### config.mk
export PLATFORM = sky130hd
export DESIGN_NAME = slt_cell
export DESIGN_NICKNAME = d
export VERILOG_FILES = /design/src/hdl/slt_pkg.sv /design/src/hdl/slt_cell.sv
export SDC_FILE = /design/constraint.sdc
export NUM_CORES = 1
export LEC_CHECK = 0
export ABC_AREA = 1
export BUFFER_PORTS_ARGS = -buffer_cell sky130_fd_sc_hd__buf_2
export CAP_MARGIN = 0
export CORE_UTILIZATION = 45
export DETAILED_ROUTE_END_ITERATION = 8
export PLACE_DENSITY_LB_ADDON = 0.25
export SLEW_MARGIN = 25
export SYNTH_ARGS = -nofsm -noshare
export SYNTH_HDL_FRONTEND = slang
export SYNTH_SLANG_ARGS = --single-unit
### constraint.sdc
create_clock -name clk -period 2.5 [get_ports clk]
set_clock_uncertainty 0.2 [all_clocks]
set_input_delay 0.375 -clock clk [delete_from_list [all_inputs] [get_ports clk]]
set_output_delay 0.375 -clock clk [all_outputs]
set_load 0.01 [all_outputs]
### src/hdl/slt_pkg.sv
// shared types and codes for the sorted list table
`timescale 1ns / 1ps
`default_nettype none
package slt_pkg;

  localparam int unsigned KEY_W = 32;
  localparam int unsigned CAPACITY_DEF = 64;
  localparam int unsigned COUNT_OUT_W = 7;

  // request codes
  localparam logic [1:0] OP_INSERT = 2'd0;
  localparam logic [1:0] OP_SEARCH = 2'd1;
  localparam logic [1:0] OP_DELETE = 2'd2;

  // status codes
  localparam logic [1:0] ST_OK        = 2'd0;
  localparam logic [1:0] ST_NOT_FOUND = 2'd1;
  localparam logic [1:0] ST_FULL      = 2'd2;

  // command broadcast to every cell of the chain
  typedef struct packed {
    logic                    cmp_en;
    logic                    upd_ins;
    logic                    upd_del;
    logic signed [KEY_W-1:0] key;
  } cell_cmd_t;

endpackage
`default_nettype wire

### src/hdl/slt_cell.sv
// one cell of the sorted key chain: holds a key, compares, shifts
`timescale 1ns / 1ps
`default_nettype none
module slt_cell (
  input  wire logic                             clk,
  input  wire slt_pkg::cell_cmd_t               cmd,
  input  wire logic                             occupied,
  input  wire logic                             at_end,
  input  wire logic signed [slt_pkg::KEY_W-1:0] left_key,
  input  wire logic                             left_ge,
  input  wire logic signed [slt_pkg::KEY_W-1:0] right_key,
  output logic signed [slt_pkg::KEY_W-1:0]      key_o,
  output logic                                  ge_o,
  output logic                                  eq_o
);

  logic signed [slt_pkg::KEY_W-1:0] key_r;
  logic                             ge_r;
  logic                             eq_r;

  always_ff @(posedge clk) begin
    if (cmd.cmp_en) begin
      ge_r <= occupied && (key_r >= cmd.key);
      eq_r <= occupied && (key_r == cmd.key);
    end
    if (cmd.upd_ins) begin
      // open a slot: keys at or above the new one move right
      if (left_ge) begin
        key_r <= left_key;
      end else if (ge_r || at_end) begin
        key_r <= cmd.key;
      end
    end else if (cmd.upd_del && ge_r) begin
      // close the slot of the first match
      key_r <= right_key;
    end
  end

  assign key_o = key_r;
  assign ge_o  = ge_r;
  assign eq_o  = eq_r;

endmodule
`default_nettype wire

==> results.txt <==
- Counting both buffers and inverters, the worst setup path holds a total of 0.
- Max Clock Freq: 518.7 MHz
* Pre-antenna DRT Iters: 4
* # IOs: 137
* Average cell area after synthesis: 7.808 um^2
* Number of gates resized after cts: 0
- After synthesis the cells add up to 2569 um^2.
* Hold Buf Count CTS: 0
- The final layout contains routed wiring with a total length of 6.811 mm.
* Clock sink count: 34
- Vias after detailed routing: 2661
* Series of cell instances along the critical path: ha_1 > nand2_1 > nor2_2 > nand2_2 > nor2_2 > nand2_1 > nand2_1 > nand2_1 > nand3_1 > nand2_1
- Clock transition time at the flip-flop clock pins of the worst setup and hold paths: 80 ps
- Most frequent cells in the layout: 136 x sky130_fd_sc_hd__buf_2, 72 x sky130_fd_sc_hd__nand2_1, 42 x sky130_fd_sc_hd__inv_1
- Clock tree root driver cell: sky130_fd_sc_hd__clkbuf_8
- In this run, the number of DRC markers left after iteration 0 of detailed routing was 147.
- The number of nets handed over by synthesis was 464.
- 0 antenna diodes ended up in the layout.
- Instance count of the mapped netlist: 329
- Once detail routing completed, the nets flagged for antenna violations numbered 0.
- Initial core utilization: 0.4665
- The synthesized design contains 34 register bits.
- Yosys printed 0 warnings.
* Most common cell after layout, fill and taps aside: sky130_fd_sc_hd__buf_2
- The run finished with clean final reports.
- Core region area: 5507 um^2
* Destination of the worst register-to-register timing path: ge_o
- Share of post-route cells with drive strength above 1: 0.3419
* Worst slew pin tran: 460.5 ps
- For this run, the post-layout net count is 602.
- STA classifies the critical path startpoint as a register.
- Floorplan die width: 77.55 um
- The worst pin sits at a relative slew slack of 0.6930.
- Worst path most repeated cell: sky130_fd_sc_hd__nand2_1
- Termination of the worst setup path: ge_o
- For the worst setup path, the data arrival time is 1780 ps.
- Sequential Area: 1021 um^2
- Number of setup violations in the final report: 0
* Vertical die dimension: 77.55 um
* Total Die Area: 6014 um^2
- For this design the static power due to leakage is 1.816 nW.
- R2r setup slk: 570 ps
* CP startpoint: key_o[31]
- Post-CTS timing repair inserted 0 buffers for setup.
- Post-layout utilization of the core: 0.6221
* Post-synthesis sequential area ratio: 0.3975
- The total overflow left after global routing is 0.
- The worst setup path is captured at a register.
- In the global route stage, overall resource usage came out at 0.2371.
- Aggregate negative setup slack: 0 ps
* Gpl congestion: 0.8768
* Setup repair after global routing missed its margin: no
- Clock tree from TritonCTS: built
- Layout fillers: 534
- Buffers placed on the I/O ports in this run total 136.
- The multi-input combinational cells in the finished layout cover a total of 1328 um^2.
- Once detailed placement completed, the half-perimeter wirelength came to 5.141 mm.
- The worst-case IR drop observed on VDD is 272.1 uV.
- Post-detailed-route DRC marker count: 0
* Synthesis-to-layout area growth: 33.37%
- The clock passes through at most 2 buffers.
- Pwr Density: 472.6 nW/um^2
* Number of H-tree levels: 2
* Initial antenna violation count: 0
- Final hold violations: 0
- Netlist cell types: 23
- In this design, the stage delay of the slowest critical-path cell is 400 ps.
* Count of pins over their slew limit: 0
* Average wire length per cell after detail routing: 12.61 um
- Crit path required time: 2350 ps
- Max-cap violation count: 0
- The worst path needs 1928 ps of the cycle, external delays included.
- Maximum number of pins on one net before global-route repair: 33
- In this run the number of cells on the critical path is 10.
- Std cell rows: 27
* Global-route wire length before repair: 11.22 mm
* Routed vias/inst: 4.928
- Ratio of final minimum period to clock period: 0.7712
- Vias in the first global route: 2459
* Count of cells along the worst register-to-register path: 10
* Path class of the lowest-slack min-delay path: in -> reg
* Insertion delay of the later-clocked pin in the worst-skew pair: 290 ps
* Start of the worst register-to-register path: key_o[31]
* Maximum fanout along the worst path: 4
- Among all stages on the critical path, the largest delay is contributed by sky130_fd_sc_hd__edfxtp_1.
* Largest delay share family, worst path: simple AND/OR/NAND/NOR gates
* Clock buffers created by TritonCTS: 5
- By startpoint and endpoint, the worst setup path is classified as reg -> reg.
[cells by family after synthesis]
family / share of synthesized area
AND/OR/NAND/NOR: 0.1919
flip-flops: 0.3975
AO/OA/AOI/OAI: 0.1690
buffers and inverters: 0.08573
adder cells (fa/ha/maj): 0.1559
[how the worst min path moves through the flow]
stage	startpoint	endpoint	slack, ps	cells past startpoint
floorplan	cmd[34]	eq_o	290	0
global placement	cmd[34]	eq_o	400	1
detailed placement	cmd[34]	eq_o	410	1
CTS	cmd[34]	eq_o	100	1
global route	cmd[34]	ge_o	100	1
finish	cmd[34]	eq_o	110	1
[layout make-up]
class                   count  area share
clock inverters             2    0.002557
inverters                  46     0.05040
clock buffers               6     0.02118
well taps                  72     0.02630
multi-input cells         237      0.3875
repair buffers            143      0.2140
flip-flops and latches     34      0.2980
[synth_stat cells, drive strengths merged]
cell type | instances | area, um^2
and2 | 1 | 7.510
nand3 | 3 | 15.01
buf | 5 | 21.27
nor3 | 1 | 5.000
o31ai | 1 | 7.510
o21ai | 66 | 330.3
nand2 | 73 | 276.5
inv | 46 | 172.7
clkbuf | 7 | 26.28
a21o | 1 | 7.510
o21a | 2 | 15.01
a21oi | 14 | 73.82
edfxtp | 34 | 1021
nand4 | 2 | 27.53
nor2 | 41 | 161.4
ha | 32 | 400.4
[flip-flops by register name, indices dropped and copies added (netlist names)]
| signal | flops |
|---|---|
| key_o | 32 |
| eq_o | 1 |
| ge_o | 1 |
[metrics by stage]
step	cell area (um^2)	instances	hold slack, ps	power [mW]	setup WS [ps]
floorplan	2569	329	287.5	1.015	581.5
detailed placement	3344	532	406.3	1.227	462.6
finish	3426	540	105.9	1.619	572.0
global route	3426	540	99.51	1.723	418.9
global placement	3344	532	402.8	1.212	468.0
CTS	3426	540	98.70	1.630	557.8
[where the power goes]
| part | internal [mW] | switching [mW] |
|---|---|---|
| clock network | 0.192 | 0.215 |
| registers | 0.702 | 0.0295 |
| logic | 0.210 | 0.269 |
[routing by layer]
| metal | wire, um | vias up | GRT usage |
|---|---|---|---|
| met2 | 3338 | 98 | 0.4027 |
| met3 | 420 | 7 | 0.05294 |
| met1 | 2990 | 1185 | 0.3036 |
| met5 | 0 | - | 0 |
| li1 | - | 1371 | - |
| met4 | 62 | 0 | 0.06038 |
Power figures use the tool's default switching activity.
